--- src/rtl/core/tvm_pkg.sv ---
`timescale 1ns / 1ps
// ----------------------------------------------------------------------------
// tvm_pkg
// Shared types, opcodes and sizes for the toy VM execute core.
// ----------------------------------------------------------------------------
package tvm_pkg;

    localparam int DATA_WORDS_DEF    = 256;
    localparam int PROGRAM_WORDS_DEF = 512;

    localparam logic [3:0] OP_ADD = 4'd0;
    localparam logic [3:0] OP_SUB = 4'd1;
    localparam logic [3:0] OP_MUL = 4'd2;
    localparam logic [3:0] OP_DIV = 4'd3;
    localparam logic [3:0] OP_EXP = 4'd4;
    localparam logic [3:0] OP_RED = 4'd5;
    localparam logic [3:0] OP_WRT = 4'd6;
    localparam logic [3:0] OP_STR = 4'd7;
    localparam logic [3:0] OP_JMP = 4'd8;
    localparam logic [3:0] OP_CJP = 4'd9;

    typedef struct packed {
        logic [3:0]         opcode;
        logic [7:0]         dest_addr;
        logic [7:0]         src_a_addr;
        logic [7:0]         src_b_addr;
        logic signed [31:0] immediate_value;
        logic [8:0]         current_pc;
        logic signed [31:0] read_value;
    } instr_t;

    typedef struct packed {
        logic [9:0]         next_pc;
        logic               print_valid;
        logic signed [31:0] print_value;
        logic               divide_fault;
    } result_t;

    // classified instruction from front to back
    typedef struct packed {
        instr_t ins;
        logic   writes;   // arithmetic / read / store write dest
        logic   is_jump;
        logic   is_div;
    } decoded_t;

    typedef enum logic [3:0] {
        ST_IDLE, ST_CLEAR, ST_RD_A, ST_RD_B, ST_RD_D, ST_MUL, ST_DIV,
        ST_WRITE, ST_RD_J, ST_JUMP, ST_OUT
    } exec_state_t;

endpackage

--- src/rtl/core/tvm_front.sv ---
`timescale 1ns / 1ps
// ----------------------------------------------------------------------------
// tvm_front
// Accepts instruction beats, classifies them, two-entry queue to back end.
// ----------------------------------------------------------------------------
module tvm_front
    import tvm_pkg::*;
(
    input  logic     aclk,
    input  logic     aresetn,
    input  logic     s_valid,
    output logic     s_ready,
    input  instr_t   s_data,
    output logic     q_valid,
    input  logic     q_pop,
    output decoded_t q_data
);
    decoded_t q_reg [2];
    logic     rd_ptr_reg, wr_ptr_reg;
    logic [1:0] cnt_reg;
    decoded_t dec;
    logic     push;

    always_comb begin
        dec = '0;
        dec.ins = s_data;
        unique case (s_data.opcode) inside
            OP_ADD, OP_SUB, OP_MUL, OP_EXP, OP_RED, OP_STR: dec.writes = 1'b1;
            OP_DIV: dec.is_div = 1'b1;
            OP_JMP, OP_CJP: dec.is_jump = 1'b1;
            default: ;
        endcase
    end

    assign s_ready = (cnt_reg != 2'd2);
    assign push    = s_valid && s_ready;
    assign q_valid = (cnt_reg != 2'd0);
    assign q_data  = q_reg[rd_ptr_reg];

    always_ff @(posedge aclk) begin
        if (push) begin
            q_reg[wr_ptr_reg] <= dec;
        end
        if (!aresetn) begin
            rd_ptr_reg <= 1'b0;
            wr_ptr_reg <= 1'b0;
            cnt_reg    <= 2'd0;
        end else begin
            if (push) wr_ptr_reg <= ~wr_ptr_reg;
            if (q_pop) rd_ptr_reg <= ~rd_ptr_reg;
            cnt_reg <= cnt_reg + 2'(push) - 2'(q_pop);
        end
    end
endmodule

--- config.mk ---
export PLATFORM = sky130hd
export DESIGN_NAME = tvm_front
export DESIGN_NICKNAME = d
export VERILOG_FILES = /design/src/rtl/core/tvm_pkg.sv /design/src/rtl/core/tvm_front.sv
export SDC_FILE = /design/constraint.sdc
export NUM_CORES = 1
export LEC_CHECK = 0
export BUFFER_PORTS_ARGS = -buffer_cell sky130_fd_sc_hd__buf_4
export CORE_MARGIN = 2
export CORE_UTILIZATION = 35
export DETAILED_ROUTE_END_ITERATION = 12
export PLACE_DENSITY = 0.58
export SLEW_MARGIN = 0
export SYNTH_ARGS = -nofsm -noshare
export SYNTH_HDL_FRONTEND = slang
export SYNTH_SLANG_ARGS = --single-unit
--- constraint.sdc ---
create_clock -name aclk -period 3.94 [get_ports aclk]
set_input_delay 0.197 -clock aclk [delete_from_list [all_inputs] [get_ports aclk]]
set_output_delay 0.197 -clock aclk [all_outputs]
set_load 0.005 [all_outputs]
==> flow_summary_export.csv, run 1 <==
group,metric,value,unit
worst_setup_path,critical_path_required,3.74,ns
sta,rsz0062_at_grt,"false",
final_layout,largest_register_ffs,208,
routing,dr.pass1.iters,4,
run,drv_cap,0,
routing,drt-initial-drc-count,203,
floorplanning,die_w,156,microns
worst_setup_path,critical-path-slowest-cell,"dfxtp_4",
routing,drt_wl_total,16300,microns
sta,setup_tns,0,ns
power,p_leak,4.48,nW
grt,track_usage,12.7,%
logic_synthesis,avgSynthCellArea,22.6,sq um
min_path,hold_start,"s_valid",
sta,setup_viol,0,
routing,avgViaCountPerCell,4.49,
routing,ant_nets,0,
final_layout,layout-drive-gt1-share,50.3,%
grt,grt_first_pass_wirelength,24300,microns
grt,grt.overflow.total,0,
sta,clock.fmax,0.417,GHz
min_path,min_path_cells,3,
floorplanning,dieArea,24200,sq um
worst_setup_path,cp.arrival,2.20,ns
clocking,htree_levels,1,
sta,hold_violations,0,
run_status,outcome,"completed",
clocking,root_buffer,"clkbuf_16",
final_layout,diodes,0,
logic_synthesis,synthesis.area,8050,sq um
final_layout,ff_latch_area,6350,sq um
worst_setup_path,cp_slowest_stage_delay,0.56,ns
clocking,ctsResizeCount,0,
worst_setup_path,crit_path_end_kind,"output port",
clocking,clkSlewWorstSetupHoldPaths,0.06,ns
sta,worst-slew-pin-transition,0.866,ns
floorplanning,io_pins,211,
routing,vias,4424,
logic_synthesis,synth-main-ff-cell,"edfxtp_1",
final_layout,final_common_cell,"buf_4",
floorplanning,fp.dieH,156,microns
logic_synthesis,synth-seq-area-share,78.8,%
floorplanning,start_util,35.6,%
final_layout,final_nets,791,
worst_setup_path,worstSetupStartpointType,"flop",
sta,slew_viol_final,0,
logic_synthesis,synth_edf_count,208,
worst_setup_path,r2r-start,"cnt_reg[0]",
final_layout,multi_input_area,1590,sq um
logic_synthesis,synth-seq-cells,213,
clocking,clock_sinks,213,
grt,grt_antenna_before_repair,0,
power,power_density,478,nW/um^2
clocking,clockBufferDepth,3,
worst_setup_path,crit_type,"reg2out",
sta,clock_skew,0.00719,ns
grt,grt_pass1_vias,4727,
final_layout,area_growth_syn_to_layout,44.5,%
logic_synthesis,async_flop_share,0,%
final_layout,fillCellCount,1862,
sta,finalCriticalPeriod,2.40,ns
sta,finalCritPeriodShare,60.8,%
final_layout,final_cell_mix,"buf_4 (210), edfxtp_1 (208), dlygate4sd3_1 (102)",
sta,slew_headroom,42.3,%
logic_synthesis,ys_warn_count,0,
logic_synthesis,syn_inst,357,
min_path,hold_path.class,"in2reg",
routing,wl_per_cell,16.5,microns
routing,drc_errors,0,
grt,grt_max_degree,89,
logic_synthesis,synth_nets,463,
worst_setup_path,critical_path.max_fanout,88,
power,ir_drop,0.373,mV
placed_design,hpwl,10100,microns
floorplanning,core_area,22600,sq um
clocking,cts_tree,"built",
power,power.total,5.56,mW
clocking,worstSkewPairLatency,0.49,ns
worst_setup_path,crit_chain,"buf_12 -> mux2_2 -> buf_4",
clocking,cts_buffers,23,
worst_setup_path,rr_worst_depth,4,
floorplanning,rows,55,
final_layout,fin_util,51.4,%
placed_design,io_buffers,210,
placed_design,gp_congestion,0.664,
logic_synthesis,synth.distinct_cells,28,
## cells in the mapped netlist, types with 2 or more instances
library cell | instances | area, sq um
dfxtp_1 | 5 | 100
mux2_2 | 44 | 495
buf_2 | 4 | 20.0
xor2_1 | 2 | 17.5
inv_1 | 2 | 7.51
nand3b_1 | 2 | 15.0
nand2_1 | 3 | 11.3
buf_6 | 7 | 78.8
edfxtp_1 | 208 | 6250
and2_1 | 3 | 18.8
mux2_4 | 60 | 901
## metal layers
layer	GRT usage, %	vias to the layer above	wire length [microns]
li1	-	2073	-
met1	15.8	2168	6730
met2	22.4	161	8130
met3	3.25	22	1130
met4	2.97	0	276
met5	0	-	0
## final cells by class
| cell class | count | area share (%) |
|---|---|---|
| clock buffer | 27 | 5.08 |
| clock inverter | 13 | 0.699 |
| inverter | 2 | 0.0860 |
| multi-input combinational | 130 | 13.7 |
| sequential | 213 | 54.6 |
| tap | 285 | 3.06 |
| timing repair buffer | 315 | 22.8 |
## final timing paths
check	to	slack, ns
setup / recovery	q_data[18]	1.54
hold reg to reg	rd_ptr_reg	0.58
hold / removal	wr_ptr_reg	0.07
setup reg to reg	q_reg[0][50]	1.80
## where the power goes
| group | total (mW) | internal [mW] | switching [mW] |
|---|---|---|---|
| clock network | 1.93 | 1.13 | 0.800 |
| registers | 2.77 | 2.72 | 0.0555 |
| logic | 0.864 | 0.517 | 0.347 |
## metrics by stage
step	std cells	hold WS [ns]	area [sq um]	setup WS, ns
after CTS	985	0.0425	11600	1.49
after global routing	985	0.0780	11600	1.44
final	985	0.0726	11600	1.54
after detailed placement	843	0.385	9940	1.79
after global placement	843	0.382	9940	1.83
after floorplan	357	0.296	8050	0.429
## critical path: cells and delay by family, from the launching register on
| family | cells | cell delay (ns) |
|---|---|---|
| buffers and inverters | 2 | 0.66 |
| DFF | 1 | 0.56 |
| muxes | 1 | 0.43 |
## kinds of logic after synthesis
kind of cell,Yosys count,share of synthesized area [%]
simple gates,15,1.12
buf+inv,14,1.51
mux,105,17.5
compound gates,6,0.622
fa+ha+maj,1,0.155
xor+xnor,3,0.326
flops,213,78.8
## repair_timing
action | in CTS | in global routing
buffers inserted | 0 | 0
endpoints found under the hold margin | 207 | 0
hold buffers | 102 | 0
(Power assumes the default switching activity.)
==> run 2, diff against run 1 <==
clock period = 2.3 ns   (was 3.94 ns; I/O delays follow)
==> run 2 against run 1 <==
  * Sequential share of layout area is 0.56 points lower
  * Clock power is 77% higher
  * Via count is 0.54% higher
  * Critical path type unchanged
  * Sequential power is 71% higher
  * Non-clock buffer count is 7 higher
  * Utilization is 0.56 points higher
  * Combinational power is 75% higher
  * Setup slack worse by 1.3 ns
  * Count of clock-buffer cells in the layout is 4 higher
==> flow_summary_export.csv, run 2 (same netlist as run 1, synthesis figures left out) <==
group,metric,value,unit
worst_setup_path,critical_path_required,2.18,ns
grt,grt_antenna_before_repair,2,
routing,dr.pass1.iters,4,
power,power_density,822,nW/um^2
clocking,cts_tree,"built",
sta,clock.fmax,0.493,GHz
floorplanning,die_w,156,microns
grt,grt_first_pass_wirelength,24200,microns
min_path,hold_path_end,"q_reg[0][11]",
placed_design,pre_cts_slack,0.634,ns
clocking,htree_levels,1,
floorplanning,core_area,22600,sq um
routing,drt-initial-drc-count,184,
worst_setup_path,crit_type,"reg2out",
worst_setup_path,critical_path.max_fanout,18,
routing,avgViaCountPerCell,4.48,
power,power.total,9.67,mW
sta,slew_headroom,65.3,%
placed_design,dp_cells,847,
final_layout,fillCellCount,1832,
run,drv_cap,0,
sta,setup_viol,0,
min_path,hold_start,"s_data[8]",
sta,final.setup.worst_slack,0.272,ns
sta,worst-slew-pin-transition,0.520,ns
worst_setup_path,r2r_slack,0.68,ns
sta,hold_violations,0,
final_layout,final_cell_count_no_fill,993,
floorplanning,rows,55,
routing,drc_errors,0,
sta,rsz0062_at_grt,"false",
final_layout,final_common_cell,"buf_4",
final_layout,area_growth_syn_to_layout,46.1,%
worst_setup_path,worstSetupStartpointType,"flop",
worst_setup_path,crit_path_end_kind,"output port",
power,comb_power_share,15.6,%
placed_design,hpwl,9950,microns
worst_setup_path,cp.arrival,1.91,ns
min_path,min_path_cells,2,
power,p_sw,2.05,mW
sta,finalCritPeriodShare,88.2,%
clocking,root_buffer,"clkbuf_16",
power,p_int,7.62,mW
final_layout,largest_register_ffs,208,
clocking,cts_buffers,23,
clocking,clock_sinks,213,
placed_design,gp_congestion,0.694,
min_path,hold_path.class,"in2reg",
final_layout,final_cell_mix,"buf_4 (212), edfxtp_1 (208), dlygate4sd3_1 (105)",
power,power_frac_seq,49.1,%
placed_design,dpl-instance-area,10000,sq um
power,ir_drop,0.553,mV
clocking,clkSlewWorstSetupHoldPaths,0.06,ns
grt,grt.overflow.total,0,
grt,grt_pass1_vias,4775,
final_layout,layout-drive-gt1-share,50.6,%
final_layout,final_area,11800,sq um
worst_setup_path,r2r-start,"cnt_reg[0]",
power,clock_power_share,35.3,%
sta,slew_viol_final,0,
floorplanning,fp.dieH,156,microns
grt,track_usage,12.7,%
clocking,clockBufferDepth,3,
sta,clock_skew,0.00535,ns
clocking,worstSkewPairLatency,0.49,ns
routing,ant_nets,0,
final_layout,final_nets,798,
routing,vias,4448,
floorplanning,start_util,35.6,%
final_layout,multi_input_area,1600,sq um
grt,grt_max_degree,68,
sta,finalCriticalPeriod,2.03,ns
run_status,outcome,"completed",
routing,drt_wl_total,15900,microns
floorplanning,io_pins,211,
power,swShare,21.2,%
final_layout,ff_latch_area,6350,sq um
routing,wl_per_cell,16.0,microns
worst_setup_path,r2r_end,"q_reg[1][49]",
worst_setup_path,rr_worst_depth,3,
sta,hold_slack,0.350,ns
floorplanning,dieArea,24200,sq um
power,p_leak,4.53,nW
placed_design,io_buffers,210,
## run 2: repair_timing
item                                   CTS  global route
resized for setup                        0             0
endpoints found under the hold margin  213             0
buffers inserted                         0             0
hold buffers                           105             0
## run 2: layout make-up
| cell class | instances | share of cell area [%] |
|---|---|---|
| timing repair buffer | 322 | 23.3 |
| clock inverter | 9 | 0.798 |
| inverter | 2 | 0.0957 |
| clock buffer | 31 | 5.15 |
| antenna | 1 | 0.0213 |
| sequential | 213 | 54.0 |
| tap | 285 | 3.03 |
| multi-input combinational | 130 | 13.6 |
## run 2: power groups by stage
stage | sequential, mW | combinational, mW | clock (mW)
floorplan | 4.80 | 0.681 | 0
global placement | 4.81 | 1.37 | 0
detailed placement | 4.83 | 1.39 | 0
CTS | 4.75 | 1.54 | 3.52
global route | 4.78 | 1.63 | 3.68
finish | 4.75 | 1.51 | 3.42
## run 2: through the flow
step	setup TNS [ns]	util, %
final	0	52.0
after global routing	0	52.0
after CTS	0	51.9
after detailed placement	0	44.2
after global placement	0	44.2
after floorplan	-24.43	-
## run 2: worst max-delay path by stage
stage	to	from	depth (start not counted)	slack (ns)
2_1_floorplan	q_reg[0][0]	cnt_reg[0]	3	-0.23
3_3_place_gp	q_reg[1][85]	cnt_reg[0]	3	0.68
3_5_place_dp	q_reg[1][70]	cnt_reg[0]	3	0.63
4_1_cts	q_data[38]	flop	3	0.22
5_1_grt	q_data[38]	flop	3	0.17
6_report	q_data[38]	flop	3	0.27
## run 2: worst max-delay path: stages (launching register included)
cell and delay [ns]:
dfxtp_4 0.53, buf_4 0.35, mux2_2 0.40, buf_4 0.14
## run 2: layer usage
layer  part of all wire (%)  global-route usage (%)  up-vias
met2                     50                    22.4      164
met5                  0.082                       0        -
li1                       -                       -     2079
met3                    7.0                    3.50       32
met1                     41                    15.2     2171
met4                    2.1                    3.71        2
==> run 3, diff against run 2 <==
CORE_MARGIN = 4   (was 2)
CORE_UTILIZATION = 50   (was 35)
PLACE_DENSITY = 0.77   (was 0.58)
==> run 3 against run 2 <==
  * Combinational power is essentially flat
  * Non-clock buffer count shrank 2
  * Sequential share of layout area grew 0.51 points
  * Hold slack lost 0.00072 ns
  * Largest cell class unchanged
  * Global-route usage grew 5.7 points
  * Critical endpoint is now q_data[16]
  * Wire length grew 9.5%
==> flow_summary_export.csv, run 3 (same netlist as run 1, synthesis figures left out) <==
group,metric,value,unit
routing,vias,4447,
routing,drt_wl_total,17400,microns
min_path,hold_start,"s_data[8]",
min_path,hold_path.class,"in2reg",
sta,clock.fmax,0.464,GHz
final_layout,final_common_cell,"buf_4",
worst_setup_path,worstSetupStartpointType,"flop",
worst_setup_path,crit_type,"reg2out",
sta,setup_tns,0,ns
sta,slew_viol_final,0,
power,power_density,825,nW/um^2
clocking,htree_levels,1,
routing,drc_errors,0,
floorplanning,io_pins,211,
worst_setup_path,cp.arrival,2.04,ns
clocking,ctsResizeCount,0,
worst_setup_path,r2r-start,"cnt_reg[0]",
worst_setup_path,r2r_slack,0.84,ns
clocking,cts_setup_buffers,0,
sta,finalCriticalPeriod,2.16,ns
final_layout,largest_register_ffs,208,
final_layout,ff_latch_area,6350,sq um
power,clock_power_share,34.7,%
grt,grt_first_pass_wirelength,26100,microns
worst_setup_path,critical-path-slowest-cell,"dfxtp_4",
grt,grt_pass1_vias,4869,
power,comb_power_share,15.8,%
power,p_int,7.50,mW
routing,drt-initial-drc-count,255,
worst_setup_path,critical_path_required,2.18,ns
min_path,hold_path_end,"q_reg[1][11]",
worst_setup_path,rr_worst_depth,7,
placed_design,gp_congestion,0.768,
sta,clock_skew,0.0116,ns
floorplanning,fp.dieH,135,microns
min_path,min_path_cells,2,
final_layout,final_nets,796,
power,swShare,22.0,%
run_status,outcome,"completed",
final_layout,multi_input_area,1600,sq um
floorplanning,rows,46,
sta,slew_headroom,72.9,%
sta,finalCritPeriodShare,93.8,%
final_layout,diodes,0,
grt,grt.overflow.total,0,
clocking,cts_tree,"built",
sta,hold_violations,0,
floorplanning,core_area,15800,sq um
placed_design,pre_cts_slack,0.649,ns
routing,wl_per_cell,18.9,microns
worst_setup_path,r2r_end,"cnt_reg[1]",
power,ir_drop,0.726,mV
sta,rsz0062_at_grt,"false",
worst_setup_path,cp_slowest_stage_delay,0.60,ns
worst_setup_path,crit_chain,"buf_12 -> mux2_2 -> buf_4",
final_layout,layout-drive-gt1-share,51.3,%
clocking,cts_buffers,23,
placed_design,io_buffers,210,
power,p_sw,2.11,mW
final_layout,fillCellCount,919,
clocking,clockBufferDepth,3,
clocking,worstSkewPairLatency,0.49,ns
routing,avgViaCountPerCell,4.82,
worst_setup_path,crit_path_end_kind,"output port",
grt,grt_antenna_before_repair,0,
run,drv_cap,0,
clocking,clock_sinks,213,
routing,ant_nets,0,
clocking,root_buffer,"clkbuf_16",
power,power_frac_seq,49.6,%
power,p_leak,4.52,nW
sta,setup_viol,0,
routing,dr.pass1.iters,4,
sta,final.setup.worst_slack,0.143,ns
grt,grt_max_degree,54,
floorplanning,start_util,50.9,%
worst_setup_path,critical_path.max_fanout,48,
grt,track_usage,18.4,%
final_layout,area_growth_syn_to_layout,44.7,%
floorplanning,dieArea,18200,sq um
floorplanning,die_w,135,microns
final_layout,final_cell_mix,"buf_4 (210), edfxtp_1 (208), dlygate4sd3_1 (104)",
sta,worst-slew-pin-transition,0.406,ns
clocking,clkSlewWorstSetupHoldPaths,0.06,ns
==> run 3: power groups by stage <==
stage / Sequential (mW) / Combinational (mW) / Clock [mW]
3_3_place_gp: 4.82 / 1.34 / 0
6_report: 4.76 / 1.52 / 3.33
4_1_cts: 4.76 / 1.52 / 3.40
2_1_floorplan: 4.80 / 0.681 / 0
5_1_grt: 4.79 / 1.62 / 3.57
3_5_place_dp: 4.84 / 1.37 / 0
==> run 3: layout make-up <==
cell class | count | share of cell area (%)
Multi-Input combinational cell | 130 | 13.7
Inverter | 2 | 0.0966
Tap cell | 216 | 2.32
Clock inverter | 16 | 0.859
Sequential cell | 213 | 54.5
Timing Repair Buffer | 320 | 23.5
Clock buffer | 25 | 5.00
==> run 3: through the flow <==
step           instances  total power, mW  hold WS (ns)  utilization [%]  instance area [sq um]
2_1_floorplan        357             5.49         0.214                -                   8070
3_3_place_gp         777             6.17         0.300             62.7                   9930
3_5_place_dp         777             6.21         0.302             62.7                   9930
4_1_cts              922             9.69         0.330             73.6                  11700
5_1_grt              922             9.98         0.347             73.6                  11700
6_report             922             9.61         0.349             73.6                  11700
==> run 3: how the worst max path moves through the flow <==
stage / startpoint / endpoint / cells past startpoint
final: flop / q_data[16] / 3
after global routing: flop / q_data[16] / 3
after detailed placement: flop / q_data[37] / 3
after CTS: flop / q_data[16] / 3
after global placement: flop / q_data[37] / 3
after floorplan: cnt_reg[0] / q_reg[0][0] / 3
==> run 3: routing by layer <==
layer / global-route usage (%) / up-vias / routed length, microns
li1: - / 2077 / -
met3: 4.62 / 22 / 1260
met2: 33.2 / 182 / 8980
met5: 0 / - / 0
met1: 22.7 / 2166 / 6940
met4: 3.28 / 0 / 255
==> run 3: worst max-delay path, delay by kind of cell (launching register included) <==
kind	cells	cell delay [ns]
buf+inv	2	0.47
flops	1	0.60
mux	1	0.41
==> run 3: repair_timing <==
action | CTS | global route
endpoints found under the setup margin | 0 | 0
endpoints found under the hold margin | 213 | 0
hold buffers | 104 | 0
